[config.mk]
export PLATFORM = sky130hd
export DESIGN_NAME = mbec_fifo
export DESIGN_NICKNAME = d
export VERILOG_FILES = /design/src/design/mbec_pkg.sv /design/src/design/mbec_fifo.sv
export SDC_FILE = /design/constraint.sdc
export NUM_CORES = 1
export LEC_CHECK = 0
export ABC_AREA = 1
export BUFFER_PORTS_ARGS = -buffer_cell sky130_fd_sc_hd__buf_2
export CAP_MARGIN = 0
export CORE_MARGIN = 2
export CORE_UTILIZATION = 50
export CTS_BUF_LIST = sky130_fd_sc_hd__clkbuf_4
export CTS_CLUSTER_DIAMETER = 30
export DETAILED_ROUTE_END_ITERATION = 12
export GPL_TIMING_DRIVEN = 1
export PLACE_DENSITY = 0.81
export SETUP_SLACK_MARGIN = 0.1
export SLEW_MARGIN = 40
export SYNTH_ARGS = -nofsm -noshare
export SYNTH_HDL_FRONTEND = slang
export SYNTH_SLANG_ARGS = --single-unit
[constraint.sdc]
create_clock -name clk_i -period 8.4 [get_ports clk_i]
set_clock_uncertainty 0.05 [all_clocks]
set_input_delay 1.26 -clock clk_i [delete_from_list [all_inputs] [get_ports clk_i]]
set_output_delay 1.26 -clock clk_i [all_outputs]
set_load 0.02 [all_outputs]
[src/design/mbec_pkg.sv]
// Shared types, constants and fixed-point helpers for the escape-time colorizer.
package mbec_pkg;

  localparam int SCREEN_SIZE = 1024;
  localparam int FRAC_BITS   = 24;
  localparam int ORIGIN_COL  = 400;
  localparam int ORIGIN_ROW  = 300;
  localparam int ESC_RADIUS_SQ = 100;

  localparam int COORD_W = 10;
  localparam int Q_W     = 32;
  localparam int ITER_W  = 10;
  localparam int WIDE_W  = 66;
  localparam int CFG_ADDR_W = 3;

  localparam logic signed [WIDE_W-1:0] ESC_LIMIT =
    WIDE_W'(ESC_RADIUS_SQ) <<< FRAC_BITS;

  // Configuration register indexes
  localparam logic [CFG_ADDR_W-1:0] CFG_CENTER_X = 3'd0;
  localparam logic [CFG_ADDR_W-1:0] CFG_CENTER_Y = 3'd1;
  localparam logic [CFG_ADDR_W-1:0] CFG_STEP_X   = 3'd2;
  localparam logic [CFG_ADDR_W-1:0] CFG_STEP_Y   = 3'd3;
  localparam logic [CFG_ADDR_W-1:0] CFG_MAX_ITER = 3'd4;

  typedef struct packed {
    logic signed [Q_W-1:0] center_x;
    logic signed [Q_W-1:0] center_y;
    logic signed [Q_W-1:0] step_x;
    logic signed [Q_W-1:0] step_y;
    logic [ITER_W-1:0]     max_iter;
  } cfg_t;

  // Point handed from the front to the iteration engine
  typedef struct packed {
    logic signed [Q_W-1:0] cx;
    logic signed [Q_W-1:0] cy;
    logic [2:0]            lane;
  } point_t;

  typedef struct packed {
    logic                 escaped;
    logic [7:0]           blue;
    logic [7:0]           green;
    logic [7:0]           red;
    logic [ITER_W-1:0]    iter_count;
  } result_t;

  // Clamp a wide signed value to the signed 32-bit range
  function automatic logic signed [Q_W-1:0] sat32(input logic signed [WIDE_W-1:0] v);
    logic signed [Q_W-1:0] r;
    if (v[WIDE_W-1:Q_W-1] == '0 || v[WIDE_W-1:Q_W-1] == '1) begin
      r = v[Q_W-1:0];
    end else if (v[WIDE_W-1]) begin
      r = {1'b1, {(Q_W-1){1'b0}}};
    end else begin
      r = {1'b0, {(Q_W-1){1'b1}}};
    end
    return r;
  endfunction

  // Fixed-point product rescale: floor shift then saturate
  function automatic logic signed [Q_W-1:0] qscale(input logic signed [2*Q_W-1:0] p);
    logic signed [WIDE_W-1:0] w;
    w = {{(WIDE_W-2*Q_W+FRAC_BITS){p[2*Q_W-1]}}, p[2*Q_W-1:FRAC_BITS]};
    return sat32(w);
  endfunction

  function automatic logic signed [WIDE_W-1:0] ext(input logic signed [Q_W-1:0] v);
    return {{(WIDE_W-Q_W){v[Q_W-1]}}, v};
  endfunction

endpackage

[src/design/mbec_fifo.sv]
// Two-entry point queue between the front end and the iteration engine.
module mbec_fifo (
  input  logic             clk_i,
  input  logic             rst_ni,
  input  logic             push_i,
  input  mbec_pkg::point_t push_data_i,
  output logic             full_o,
  input  logic             pop_i,
  output mbec_pkg::point_t pop_data_o,
  output logic             empty_o
);

  mbec_pkg::point_t mem_q [2];
  logic       wr_ptr_q, rd_ptr_q;
  logic [1:0] cnt_q;

  always_ff @(posedge clk_i) begin
    if (push_i) mem_q[wr_ptr_q] <= push_data_i;
  end

  always_ff @(posedge clk_i or negedge rst_ni) begin
    if (!rst_ni) begin
      wr_ptr_q <= 1'b0;
      rd_ptr_q <= 1'b0;
      cnt_q    <= 2'd0;
    end else begin
      if (push_i) wr_ptr_q <= ~wr_ptr_q;
      if (pop_i)  rd_ptr_q <= ~rd_ptr_q;
      if (push_i && !pop_i) begin
        cnt_q <= cnt_q + 2'd1;
      end else if (pop_i && !push_i) begin
        cnt_q <= cnt_q - 2'd1;
      end
    end
  end

  assign full_o     = cnt_q[1];
  assign empty_o    = (cnt_q == 2'd0);
  assign pop_data_o = mem_q[rd_ptr_q];

endmodule

==> results.yml <==
run_status:
  status: "complete, no violations"
clock_network:
  clk-insertion-delay-late_ns: 0.50
  cts_tree: "yes"
  numClockSinks: 138
  numCtsBuffers: 17
  root_buffer: "clkbuf_4"
  hold_buffers: 0
  cts_resized: 0
  clockBufferDepth: 2
  cts_max_level: 4
  postCtsSetupBuffers: 0
  cts.clk_slew.worst_paths_ns: 0.12
synthesis:
  synth_top_area_share_pct: 78.5
  synthArstFlopShare_pct: 2.90
  yosysMostFrequentCell: "edfxtp_1"
  yosys.area.top_type: "edfxtp_1"
  syn_nets: 305
  synthesis.area_um2: 5130
  ys_types: 15
  yosys_register_bits: 138
  synthFlopType: "edfxtp_1"
  yosysSeqAreaShare_pct: 80.4
  ys_top_cells_by_area: "edfxtp_1 (78%), mux2_2 (10%), mux2_4 (5.9%), dfrtp_1 (2.0%), buf_8 (0.59%)"
  synth-edff-count: 134
  syn_area_per_cell_um2: 22.0
  yosysWarnings: 0
  syn_inst: 233
  synthTopCellsByCount: "edfxtp_1 (134), mux2_2 (47), mux2_4 (20), inv_1 (7), nand2_1 (5)"
timing:
  slew_viol_final: 0
  fin_tns_setup_ns: 0
  fmax_mhz: 289
  max-slew-margin-rel_pct: 55.0
  layout_setup_ws_ns: 4.93
  fin_crit_sh_pct: 41.3
  finalSetupViolCount: 0
  rsz0062_at_grt: "no"
  final_hold_viol_count: 0
  period_needed_ns: 3.47
  worst-slew-pin-transition_ns: 0.674
critical_path:
  cp-end-kind: "output pin"
  path_max_fanout: 26
  cp.required_ns: 7.09
  critPathKind: "reg2out"
  cp_slowest_cell: "dfrtp_4"
  worst_ep_arrival_time_ns: 2.16
  critPathMaxStageDelay_ns: 0.61
  cpMostUsedCell: "buf_12"
  start_kind: "register"
  path_cells: "buf_12 > buf_12 > mux2_2 > buf_2"
grt:
  grt_usage_pct: 16.1
  grt_max_degree: 38
  antenna_found_initial: 0
  grt_pass1_wl_mm: 13.2
  grt.overflow.total: 0
  first_global_vias: 2756
detailed_routing:
  routed_wl_mm: 8.52
  wire_per_inst_um: 16.0
  vias: 2613
  dr.first_iter.drc_count: 112
  vias_per_cell: 4.89
  ant_nets: 0
  route.detailed.drc: 0
  dr.pass1.iters: 4
pwr:
  power.leakage_nw: 2.49
  p_per_area_nw_per_um2: 345
  vdd_drop_max_v: 0.000235
  power_mw: 2.20
run:
  maxCapViolCount: 0
layout:
  n_antenna_cell: 0
  layout.nets: 460
  fill_cells: 703
  area_delta_synth_final_pct: 24.1
  drive_gt1_share_pct: 61.3
placement:
  dp_hpwl_mm: 5.78
  gp_routability_congestion: 0.652
  pre_cts_ws_ns: 5.29
  io_buffer_count: 139
die:
  num_rows: 36
  die_x_um: 105
  initial_core_util_pct: 52.0
  dieHeight_um: 105
  dieArea_um2: 11100
  core_area_um2: 9860
  io_pins: 140
worst_hold_path:
  min_path_type: "in2async"
-- stage by stage --
step | hold WS, ns | std cells | util (%) | area (µm²)
CTS | 0.430 | 534 | 64.5 | 6360
global route | 0.413 | 534 | 64.5 | 6370
global placement | 0.459 | 499 | 60.3 | 5940
detailed placement | 0.481 | 502 | 60.9 | 6010
finish | 0.487 | 534 | 64.5 | 6370
floorplan | 0.413 | 233 | - | 5130
-- layer usage --
| layer | global-route usage, % | up-vias | routed length, µm |
|---|---|---|---|
| li1 | - | 1220 | - |
| met1 | 18.1 | 1273 | 3360 |
| met2 | 27.4 | 106 | 4470 |
| met3 | 6.00 | 14 | 580 |
| met4 | 7.14 | 0 | 111 |
| met5 | 0 | - | 0 |
-- final cells by class --
type | count | area, µm² | area share, %
clock inverters | 14 | 218 | 3.42
clock buffers | 18 | 135 | 2.12
multi-input cells | 80 | 913 | 14.3
inverters | 7 | 27.5 | 0.432
repair buffers | 144 | 778 | 12.2
well taps | 133 | 166 | 2.61
flip-flops and latches | 138 | 4130 | 64.8
-- critical path: cells and delay by family, from the launching register on --
kind | cells | cell delay, ns
buf+inv | 3 | 0.64
flops | 1 | 0.61
mux | 1 | 0.38
-- cell usage in the layout, fill, tap and decap left out, drive strengths merged --
cell,n
clkbuf,18
nand3,1
xnor2,1
clkinvlp,3
nand4,1
buf,144
mux2,67
clkinv,4
bufinv,5
dfrtp,4
inv,9
nand2,5
nor2,2
ha,1
edfxtp,134
xor2,2
-- where the power goes --
| group | total [mW] | switching, mW | internal [mW] |
|---|---|---|---|
| Clock | 0.504 | 0.232 | 0.272 |
| Sequential | 0.968 | 0.0540 | 0.914 |
| Combinational | 0.727 | 0.415 | 0.312 |
-- flip-flops by register name, indices dropped and copies added, names as in the netlist --
name and cells:
wr_ptr_q 1, rd_ptr_q 1, cnt_q 2, mem_q 134
-- cell families (layout without fill, tap and decap cells) --
kind of cell	Yosys count	count (layout)	share of synthesized area [%]
flip-flops	138	138	80.4
multiplexers	67	67	16.2
buffers and inverters	15	183	1.93
AND/OR/NAND/NOR	9	9	0.732
XOR/XNOR	3	3	0.512
adder cells (fa/ha/maj)	1	1	0.244
-- worst paths after layout --
path                           from              to  slack [ns]  cells after the start
max                        rd_ptr_q  pop_data_o[24]        4.93                      4
max in group asynchronous    rst_ni        rd_ptr_q        7.67                      1
max reg2reg                wr_ptr_q    mem_q[0][48]        6.42                      3
min in group clk_i         cnt_q[0]        cnt_q[0]        0.50                      1
min reg2reg                cnt_q[0]        cnt_q[0]        0.50                      1
min                          rst_ni        cnt_q[0]        0.49                      1
Note: power is estimated with default switching activity, not from simulation.
