### src/design/mbec_pkg.sv
// Shared types, constants and fixed-point helpers for the escape-time colorizer.
package mbec_pkg;

  localparam int SCREEN_SIZE = 1024;
  localparam int FRAC_BITS   = 24;
  localparam int ORIGIN_COL  = 400;
  localparam int ORIGIN_ROW  = 300;
  localparam int ESC_RADIUS_SQ = 100;

  localparam int COORD_W = 10;
  localparam int Q_W     = 32;
  localparam int ITER_W  = 10;
  localparam int WIDE_W  = 66;
  localparam int CFG_ADDR_W = 3;

  localparam logic signed [WIDE_W-1:0] ESC_LIMIT =
    WIDE_W'(ESC_RADIUS_SQ) <<< FRAC_BITS;

  // Configuration register indexes
  localparam logic [CFG_ADDR_W-1:0] CFG_CENTER_X = 3'd0;
  localparam logic [CFG_ADDR_W-1:0] CFG_CENTER_Y = 3'd1;
  localparam logic [CFG_ADDR_W-1:0] CFG_STEP_X   = 3'd2;
  localparam logic [CFG_ADDR_W-1:0] CFG_STEP_Y   = 3'd3;
  localparam logic [CFG_ADDR_W-1:0] CFG_MAX_ITER = 3'd4;

  typedef struct packed {
    logic signed [Q_W-1:0] center_x;
    logic signed [Q_W-1:0] center_y;
    logic signed [Q_W-1:0] step_x;
    logic signed [Q_W-1:0] step_y;
    logic [ITER_W-1:0]     max_iter;
  } cfg_t;

  // Point handed from the front to the iteration engine
  typedef struct packed {
    logic signed [Q_W-1:0] cx;
    logic signed [Q_W-1:0] cy;
    logic [2:0]            lane;
  } point_t;

  typedef struct packed {
    logic                 escaped;
    logic [7:0]           blue;
    logic [7:0]           green;
    logic [7:0]           red;
    logic [ITER_W-1:0]    iter_count;
  } result_t;

  // Clamp a wide signed value to the signed 32-bit range
  function automatic logic signed [Q_W-1:0] sat32(input logic signed [WIDE_W-1:0] v);
    logic signed [Q_W-1:0] r;
    if (v[WIDE_W-1:Q_W-1] == '0 || v[WIDE_W-1:Q_W-1] == '1) begin
      r = v[Q_W-1:0];
    end else if (v[WIDE_W-1]) begin
      r = {1'b1, {(Q_W-1){1'b0}}};
    end else begin
      r = {1'b0, {(Q_W-1){1'b1}}};
    end
    return r;
  endfunction

  // Fixed-point product rescale: floor shift then saturate
  function automatic logic signed [Q_W-1:0] qscale(input logic signed [2*Q_W-1:0] p);
    logic signed [WIDE_W-1:0] w;
    w = {{(WIDE_W-2*Q_W+FRAC_BITS){p[2*Q_W-1]}}, p[2*Q_W-1:FRAC_BITS]};
    return sat32(w);
  endfunction

  function automatic logic signed [WIDE_W-1:0] ext(input logic signed [Q_W-1:0] v);
    return {{(WIDE_W-Q_W){v[Q_W-1]}}, v};
  endfunction

endpackage

### src/design/mbec_front.sv
// Front end: accepts pixel positions and maps them to complex points.
module mbec_front (
  input  logic                  clk_i,
  input  logic                  rst_ni,
  input  mbec_pkg::cfg_t        cfg_i,
  input  logic                  in_valid_i,
  output logic                  in_ready_o,
  input  logic [mbec_pkg::COORD_W-1:0] column_i,
  input  logic [mbec_pkg::COORD_W-1:0] row_i,
  output logic                  push_o,
  output mbec_pkg::point_t      push_data_o,
  input  logic                  full_i
);

  typedef enum logic [1:0] {F_IDLE, F_MULX, F_MULY, F_PUSH} fstate_e;

  localparam int OFF_W  = mbec_pkg::COORD_W + 2;
  localparam int PROD_W = OFF_W + mbec_pkg::Q_W;
  localparam int WW     = mbec_pkg::WIDE_W;

  fstate_e state_q;
  logic [mbec_pkg::COORD_W-1:0] col_q, row_q;
  logic signed [PROD_W-1:0] prod_q;
  logic signed [mbec_pkg::Q_W-1:0] cx_q, cy;

  logic [mbec_pkg::COORD_W-1:0] col_c, row_c;
  logic signed [OFF_W-1:0] off_x, off_y, off_sel;
  logic signed [mbec_pkg::Q_W-1:0] step_sel;
  logic signed [PROD_W-1:0] prod_d;
  logic signed [WW-1:0] sum_x, sum_y;

  // Positions beyond the screen are pinned to the last line
  always_comb begin
    col_c = ({1'b0, column_i} >= (mbec_pkg::COORD_W+1)'(mbec_pkg::SCREEN_SIZE)) ?
            mbec_pkg::COORD_W'(mbec_pkg::SCREEN_SIZE - 1) : column_i;
    row_c = ({1'b0, row_i} >= (mbec_pkg::COORD_W+1)'(mbec_pkg::SCREEN_SIZE)) ?
            mbec_pkg::COORD_W'(mbec_pkg::SCREEN_SIZE - 1) : row_i;
  end

  // One shared multiplier: real part first, then imaginary
  always_comb begin
    off_x = $signed({2'b00, col_q}) - OFF_W'(mbec_pkg::ORIGIN_COL);
    off_y = $signed({2'b00, row_q}) - OFF_W'(mbec_pkg::ORIGIN_ROW);
    off_sel  = (state_q == F_MULX) ? off_x : off_y;
    step_sel = (state_q == F_MULX) ? cfg_i.step_x : cfg_i.step_y;
    prod_d   = off_sel * step_sel;
    sum_x = {{(WW-PROD_W){prod_q[PROD_W-1]}}, prod_q} + mbec_pkg::ext(cfg_i.center_x);
    sum_y = {{(WW-PROD_W){prod_q[PROD_W-1]}}, prod_q} + mbec_pkg::ext(cfg_i.center_y);
  end

  always_ff @(posedge clk_i or negedge rst_ni) begin
    if (!rst_ni) begin
      state_q <= F_IDLE;
    end else begin
      case (state_q)
        F_IDLE: begin
          if (in_valid_i) begin
            col_q   <= col_c;
            row_q   <= row_c;
            state_q <= F_MULX;
          end
        end
        F_MULX: begin
          prod_q  <= prod_d;
          state_q <= F_MULY;
        end
        F_MULY: begin
          cx_q    <= mbec_pkg::sat32(sum_x);
          prod_q  <= prod_d;
          state_q <= F_PUSH;
        end
        F_PUSH: begin
          if (!full_i) state_q <= F_IDLE;
        end
        default: state_q <= F_IDLE;
      endcase
    end
  end

  always_comb begin
    cy = mbec_pkg::sat32(sum_y);
  end

  assign in_ready_o       = (state_q == F_IDLE);
  assign push_o           = (state_q == F_PUSH) && !full_i;
  assign push_data_o.cx   = cx_q;
  assign push_data_o.cy   = cy;
  assign push_data_o.lane = col_q[2:0];

endmodule

### config.mk
export PLATFORM = sky130hd
export DESIGN_NAME = mbec_front
export DESIGN_NICKNAME = d
export VERILOG_FILES = /design/src/design/mbec_pkg.sv /design/src/design/mbec_front.sv
export SDC_FILE = /design/constraint.sdc
export NUM_CORES = 1
export LEC_CHECK = 0
export ABC_CLOCK_PERIOD_IN_PS = 15500
export BUFFER_PORTS_ARGS = -buffer_cell sky130_fd_sc_hd__buf_2
export CAP_MARGIN = 10
export CORE_ASPECT_RATIO = 2
export CORE_MARGIN = 1.5
export CORE_UTILIZATION = 46
export DETAILED_ROUTE_END_ITERATION = 10
export PLACE_DENSITY = 0.69
export SYNTH_ARGS = -nofsm -noshare
export SYNTH_HDL_FRONTEND = slang
export SYNTH_SLANG_ARGS = --single-unit
### constraint.sdc
create_clock -name clk_i -period 15.5 [get_ports clk_i]
set_clock_uncertainty 0.2 [all_clocks]
set_input_delay 0 -clock clk_i [delete_from_list [all_inputs] [get_ports clk_i]]
set_output_delay 0 -clock clk_i [all_outputs]
set_load 0.005 [all_outputs]
==> metrics.cfg, run 1 <==
[clock_network]
cts_tree=built
cts_buffers=9
post-cts-setup-buffers=0
htreeDepth=3
cts_resized=0
clock_latency_ns=0.38
cts_root_buffer=clkbuf_16
cts_buffer_depth=2
clk_pin_slew_ns=0.08
cts.sinks=98

[cells_and_area]
nets=3435
antenna_cells=0
drive_gt1_share_pct=13.0
nFillCells=4572
area_growth_pct=9.47

[route]
ant_nets=0
wirelength_um=64200
drc=0
routedWlPerCell_um=18.9
vias=18900
viasPerCell=5.56
drt_iter0_markers=870
dr.pass1.iters=5

[sta]
final_max_slew_viol_count=0
hold_viol_final=0
fmax_mhz=116
fin_crit_sh_pct=55.4
min_period_ns=8.59
max-slew-margin-rel_pct=33.8
grt_setup_unrepaired=false
tightest_slew_ns=0.994
setup_viol=0
setup_tns_ns=0

[synth]
synthMuxAreaShare_pct=2.43
yosysWarningCount=0
synth_fa_ha_area_share_pct=40.5
syn_avg_cell_area_um2=8.72
synth_top_family_by_area=adder cells
synth_cell_type_count=90
synth-simple-area-share_pct=15.2
ys_seq_area_share_pct=13.0
yosys_register_bits=98
synth-compound-area-share_pct=14.4
synth_edf_count=96
synth_cells=2583
ys.flop_type=edfxtp_1
syn_nets=3270
synth_xor_area_share_pct=4.82
ys_async_sr_fraction_pct=2.04
synth_area_um2=22500

[worst_hold_path]
hold_class=input port to flop
min_path_cells=4

[placed_design]
portBuffers=220
gp_congestion=0.973
dpl.hpwl_um=54400

[worst_setup_path]
r2r-end=prod_q[41]$_DFFE_PP_
cpMostUsedCell=inv_1
crit_path_start=state_q[1]$_DFFE_PN0P_
critPathCaptureType=flop
reg2reg_depth=29
critPathCapture=prod_q[41]$_DFFE_PP_
r2r-start=state_q[1]$_DFFE_PN0P_
start_kind=flop
critPathMaxFanout=61
crit_path_top_delay_cell=buf_4
r2r_slack_ns=6.91
critPathRequiredTime_ns=15.47
cp.arrival_ns=8.56
critPathKind=flop to flop
cpPeakStageDelay_ns=0.63

[floorplan]
die_area_um2=50400
die_w_um=159
initial_core_util_pct=46.6
core_um2=48400
ios=231
die_h_um=316
rows=114

[grt]
antenna_found_initial=0
grt_max_degree=62
grt_remaining_overflow=0
grt_pass1_wl_um=102000
grt_pass1_vias=20600
grtUsageTotal_pct=25.9

[outcome]
status=complete, no violations

[job]
drv_cap=0

## layer usage
metal	up-vias	routed length [µm]	GRT usage [%]
li1	8725	-	-
met1	9243	21800	24.6
met2	661	35900	52.6
met3	226	2410	2.23
met4	0	4130	15.9
met5	-	0	0
## logic make-up (layout without fill, tap and decap cells)
group	after synthesis	after routing
compound gates	499	499
buf+inv	542	712
fa+ha+maj	525	525
flops	98	98
simple gates	745	745
xor+xnor	124	124
mux	50	50
## sequential cells by signal (all words and copies together), names as in the netlist
name / flops
col_q: 10
cx_q: 32
prod_q: 44
row_q: 10
state_q: 2
## metrics by stage
stage / hold WS (ns) / cells / util, % / setup WS [ns] / area [µm²]
after detailed placement: -0.394 / 3347 / 49.7 / 6.99 / 24100
after CTS: 0.00686 / 3391 / 51.0 / 6.95 / 24600
after global routing: 0.0451 / 3391 / 51.0 / 6.64 / 24600
final: 0.0327 / 3391 / 51.0 / 6.91 / 24600
after global placement: -0.401 / 3347 / 49.7 / 7.22 / 24100
after floorplan: -0.496 / 2583 / - / 7.99 / 22500
## synth_stat cells (13+ instances only)
library cell / number / share of area, %
xnor2_1: 81 / 3.2
nand4_1: 24 / 0.67
o21bai_1: 18 / 0.60
nor2_1: 153 / 2.6
o21ai_2: 31 / 1.2
inv_1: 434 / 7.2
a31oi_1: 17 / 0.47
a21o_1: 44 / 1.5
and2_1: 28 / 0.78
edfxtp_1: 96 / 13
mux2i_1: 13 / 0.58
o21a_1: 16 / 0.53
mux2_2: 37 / 1.9
nand2b_1: 31 / 0.86
ha_1: 184 / 10
xor2_1: 43 / 1.7
nor2b_1: 56 / 1.6
a211oi_1: 15 / 0.50
clkbuf_1: 71 / 1.2
fa_1: 341 / 30
nand3_1: 21 / 0.47
nand2_1: 361 / 6.0
a21oi_1: 172 / 3.8
o21ai_0: 81 / 1.8
and3_1: 13 / 0.36
o211ai_1: 15 / 0.50
## timing repair
item,CTS,global route
setup endpoints to repair,0,0
endpoints found under the hold margin,26,0
hold buffers,28,0
## worst min path at each step
stage | slack, ns | to | startpoint
after detailed placement | -0.39 | state_q[0]$_DFFE_PN0P_ | rst_ni
final | 0.03 | cx_q[8]$_DFFE_PP_ | cfg_i[114]
after CTS | 0.007 | cx_q[8]$_DFFE_PP_ | cfg_i[114]
after floorplan | -0.50 | state_q[0]$_DFFE_PN0P_ | rst_ni
after global routing | 0.05 | cx_q[1]$_DFFE_PP_ | cfg_i[107]
after global placement | -0.40 | state_q[0]$_DFFE_PN0P_ | rst_ni
## final cells by class
| cell class | instances | area, µm² | area share (%) |
|---|---|---|---|
| clock inverter | 7 | 90.1 | 0.365 |
| tap | 638 | 798 | 3.24 |
| timing repair buffer | 262 | 1490 | 6.03 |
| inverter | 434 | 1630 | 6.61 |
| clock buffer | 9 | 225 | 0.914 |
| sequential | 98 | 2930 | 11.9 |
| multi-input combinational | 1943 | 17500 | 70.9 |
## critical path: cells and delay by family (launching register included)
family / cells / cell delay [ns]
adder cells (fa/ha/maj): 7 / 2.79
AND/OR/NAND/NOR: 4 / 0.68
buffers and inverters: 8 / 1.80
XOR/XNOR: 1 / 0.27
AO/OA/AOI/OAI: 9 / 2.18
flip-flops: 1 / 0.41
## layout by cell type, fill, tap and decap left out, drive strengths merged, types with 24 or more instances in the layout
cell         instances
a21o                44
mux2                37
edfxtp              96
xnor2               81
buf                234
inv                440
and2                28
nand2              361
ha                 184
fa                 341
a21oi              172
o21ai              121
nand2b              31
nor2b               56
dlygate4sd3         28
nor2               153
nand4               24
xor2                43
Power of run 1 is left out: the tool's default activity adds up to more than one toggle a clock period on the data nets, which glitch-free logic cannot reach.
==> inputs of run 2 (changes only) <==
--- a/config.mk
+++ b/config.mk
@@ -5,14 +5,15 @@
 export SDC_FILE = /design/constraint.sdc
 export NUM_CORES = 1
 export LEC_CHECK = 0
-export ABC_CLOCK_PERIOD_IN_PS = 15500
+export ABC_AREA = 1
+export ABC_CLOCK_PERIOD_IN_PS = 7200
 export BUFFER_PORTS_ARGS = -buffer_cell sky130_fd_sc_hd__buf_2
 export CAP_MARGIN = 10
 export CORE_ASPECT_RATIO = 2
 export CORE_MARGIN = 1.5
 export CORE_UTILIZATION = 46
 export DETAILED_ROUTE_END_ITERATION = 10
-export PLACE_DENSITY = 0.69
+export PLACE_DENSITY = 0.71
 export SYNTH_ARGS = -nofsm -noshare
 export SYNTH_HDL_FRONTEND = slang
 export SYNTH_SLANG_ARGS = --single-unit
==> constraint.sdc (replaced) <==
create_clock -name clk_i -period 7.2 [get_ports clk_i]
set_clock_uncertainty 0.2 [all_clocks]
set_input_delay 0 -clock clk_i [delete_from_list [all_inputs] [get_ports clk_i]]
set_output_delay 0 -clock clk_i [all_outputs]
set_load 0.005 [all_outputs]
==> run 2 against run 1 <==
Effect of this change: global-route usage rose by 3.3 points; utilization rose by 0.88 points; cell count rose by 35%; synthesized area rose by 10%; register-to-register slack got worse by 6.6 ns; sequential share of layout area fell by 1.3 points; highest routed layer is now met5; sequential cell count did not move.
==> metrics.cfg, run 2 <==
[worst_setup_path]
reg2reg_depth=25  ; was 29
crit_path_top_delay_cell=fa_1  ; was buf_4
start_kind=flop  ; unchanged
critPathMaxFanout=27  ; was 61
cpPeakStageDelay_ns=0.52  ; was 0.63 ns
r2r-end=prod_q[30]$_DFFE_PP_  ; was prod_q[41]$_DFFE_PP_
cpMostUsedCell=fa_1  ; was inv_1
critPathCaptureType=flop  ; unchanged
cp.arrival_ns=6.81  ; was 8.56 ns
r2r_slack_ns=0.30  ; was 6.91 ns
r2r-start=row_q[2]$_DFFE_PP_  ; was state_q[1]$_DFFE_PN0P_
critPathKind=flop to flop  ; unchanged
critPathTopFamily=adder cells  ; unchanged
critPathBufInv=4  ; was 8
critPathRequiredTime_ns=7.11  ; was 15.47 ns

[sta]
fmax_mhz=145  ; was 116 MHz
max-slew-margin-rel_pct=30.3  ; was 33.8%
tightest_slew_ns=1.04  ; was 0.994 ns
grt_setup_unrepaired=false  ; unchanged
setup_ws_ns=0.302  ; was 6.91 ns
fin_crit_sh_pct=95.8  ; was 55.4%
final_max_slew_viol_count=0  ; unchanged
hold_viol_final=0  ; unchanged
setup_viol=0  ; unchanged
min_period_ns=6.90  ; was 8.59 ns
setup_tns_ns=0  ; unchanged

[outcome]
status=complete, no violations  ; unchanged

[synth]
ys.flop_type=edfxtp_1  ; unchanged
yosysWarningCount=0  ; unchanged
synth_area_um2=24800  ; was 22500 µm²
synth_edf_count=96  ; unchanged
synth_top_cells_by_area=fa_1 28%, nand2_1 18%, inv_1 12%  ; was fa_1 30%, edfxtp_1 13%, ha_1 10%
ys_async_sr_fraction_pct=2.04  ; unchanged
syn_avg_cell_area_um2=6.86  ; was 8.72 µm²
yosysTopAreaCell=fa_1  ; unchanged
yosysMostFrequentCell=nand2_1  ; was inv_1
ys_seq_area_share_pct=11.8  ; was 13.0%
synth_cells=3615  ; was 2583
yosys_register_bits=98  ; unchanged
synth_cell_type_count=44  ; was 90
synth_top_area_share_pct=27.5  ; was 30.3%
syn_nets=4302  ; was 3270
synthTopCellsByCount=1185 x nand2_1, 810 x inv_1, 360 x nor2_1  ; was 434 x inv_1, 361 x nand2_1, 341 x fa_1

[grt]
grt_pass1_wl_um=123000  ; was 102000 µm
grt_remaining_overflow=0  ; unchanged
grt_pass1_vias=24500  ; was 20600
grt_max_degree=54  ; was 62
antenna_found_initial=2  ; was 0
grtUsageTotal_pct=29.2  ; was 25.9%

[floorplan]
die_w_um=167  ; was 159 µm
ios=231  ; unchanged
initial_core_util_pct=46.4  ; was 46.6%
die_h_um=331  ; was 316 µm
die_area_um2=55400  ; was 50400 µm²
core_um2=53500  ; was 48400 µm²
rows=120  ; was 114

[placed_design]
gp_congestion=0.994  ; was 0.973
portBuffers=220  ; unchanged
place_inst=4518  ; was 3347
place_ws_ns=0.206  ; was 6.99 ns
dpl.hpwl_um=70600  ; was 54400 µm

[cells_and_area]
largest_register_ffs=44  ; unchanged
drive_gt1_share_pct=10.4  ; was 13.0%
largestRegisters=prod_q: 44 flops, cx_q: 32 flops  ; unchanged
area_growth_pct=11.8  ; was 9.47%
nFillCells=5457  ; was 4572
regArea_um2=2930  ; unchanged
regMostFlops=prod_q  ; unchanged
multiInputGateArea_um2=18400  ; was 17500 µm²
final_cell_count_no_fill=4562  ; was 3391
nets=4572  ; was 3435
final_cell_mix=1183 x nand2_1, 807 x inv_1, 357 x nor2_1, 341 x fa_1, 220 x buf_2  ; was 434 x inv_1, 361 x nand2_1, 341 x fa_1, 220 x buf_2, 183 x ha_1
mostFrequentLayoutCell=nand2_1  ; was inv_1

[worst_hold_path]
whs_endpoint=cx_q[4]$_DFFE_PP_  ; was cx_q[8]$_DFFE_PP_
min_path_cells=5  ; was 4
hold_class=input port to flop  ; unchanged
hold_start=cfg_i[110]  ; was cfg_i[114]

[route]
drc=0  ; unchanged
ant_nets=0  ; unchanged
viasPerCell=5.04  ; was 5.56
routedWlPerCell_um=17.4  ; was 18.9 µm
wirelength_um=79200  ; was 64200 µm
dr.pass1.iters=6  ; was 5
vias=23000  ; was 18900
drt_iter0_markers=903  ; was 870

[clock_network]
htreeDepth=3  ; unchanged
cts_buffers=9  ; unchanged
clk_pin_slew_ns=0.09  ; was 0.08 ns
cts_root_buffer=clkbuf_16  ; unchanged
cts_tree=built  ; unchanged
cts.sinks=98  ; unchanged
clock_latency_ns=0.39  ; was 0.38 ns
cts_buffer_depth=2  ; unchanged

[job]
drv_cap=0  ; unchanged

==> run 2: changes by cell type after synthesis, moves of 37 or more <==
cell     previous run  this run
nand3_1            21       103
nor2b_1            56         0
xnor2_1            81        36
a21oi_1           172       116
mux2_2             37         0
nand2_1           361      1185
a21o_1             44         6
inv_1             434       810
nor2_1            153       360
==> run 2: through the flow <==
stage / instance area [µm²] / utilization [%] / hold slack [ns]
2_1_floorplan: 24800 / - / -0.496
3_3_place_gp: 27100 / 50.7 / -0.391
3_5_place_dp: 27100 / 50.7 / -0.389
4_1_cts: 27700 / 51.8 / 0.0211
5_1_grt: 27700 / 51.8 / 0.0649
6_report: 27700 / 51.9 / 0.0438
==> run 2: layout make-up <==
class	count	area share [%]
Antenna cell	1	0.00903
Clock buffer	9	0.813
Clock inverter	7	0.284
Inverter	819	11.1
Multi-Input combinational cell	2619	66.5
Sequential cell	98	10.6
Tap cell	671	3.03
Timing Repair Buffer	338	7.65
==> run 2: worst register-to-register path: stages, from the launching register on <==
cell      delay (ns)
edfxtp_1        0.45
ha_1            0.24
nor2_1          0.13
nor2_1          0.08
or2_2           0.29
o21ai_0         0.21
nand2_1         0.07
nand2_1         0.10
inv_2           0.20
nor2_1          0.25
fa_1            0.48
fa_1            0.52
fa_1            0.43
fa_1            0.49
inv_1           0.05
fa_1            0.47
inv_1           0.04
ha_1            0.33
nand2_1         0.16
inv_1           0.06
a21boi_1        0.24
o21ai_0         0.17
a21oi_1         0.32
o21ai_1         0.19
a31oi_1         0.35
xnor2_1         0.11
==> run 2: cells by family after synthesis <==
logic type	count (synthesis)	synth area share (%)
AND/OR/NAND/NOR	1739	28.1
buffers and inverters	898	14.0
adder cells (fa/ha/maj)	525	36.8
AO/OA/AOI/OAI	251	5.55
XOR/XNOR	104	3.68
flip-flops	98	11.8
==> run 2: repair_timing <==
action,CTS,global route
setup endpoints to repair,0,13
hold endpoints to repair,33,0
hold buffers,27,0
buffers inserted,0,0
gates resized for setup,0,15
==> run 2: how the worst max path moves through the flow <==
stage                            from                   end  cells past startpoint
2_1_floorplan  state_q[1]$_DFFE_PN0P_  prod_q[38]$_DFFE_PP_                     30
3_3_place_gp   state_q[0]$_DFFE_PN0P_  prod_q[41]$_DFFE_PP_                     25
3_5_place_dp   state_q[1]$_DFFE_PN0P_  prod_q[41]$_DFFE_PP_                     26
4_1_cts        state_q[1]$_DFFE_PN0P_  prod_q[41]$_DFFE_PP_                     26
5_1_grt            row_q[2]$_DFFE_PP_  prod_q[36]$_DFFE_PP_                     27
6_report           row_q[2]$_DFFE_PP_  prod_q[30]$_DFFE_PP_                     25
==> run 2: routing by layer <==
metal  global-route usage, %  up-vias  routed length (µm)
li1                        -    11300                   -
met1                    24.9    10700               25100
met5                       0        -                  16
met2                    58.2      701               43200
met4                    26.7        2                8380
met3                    2.64      301                2550
Power of run 2 is left out for the same reason.
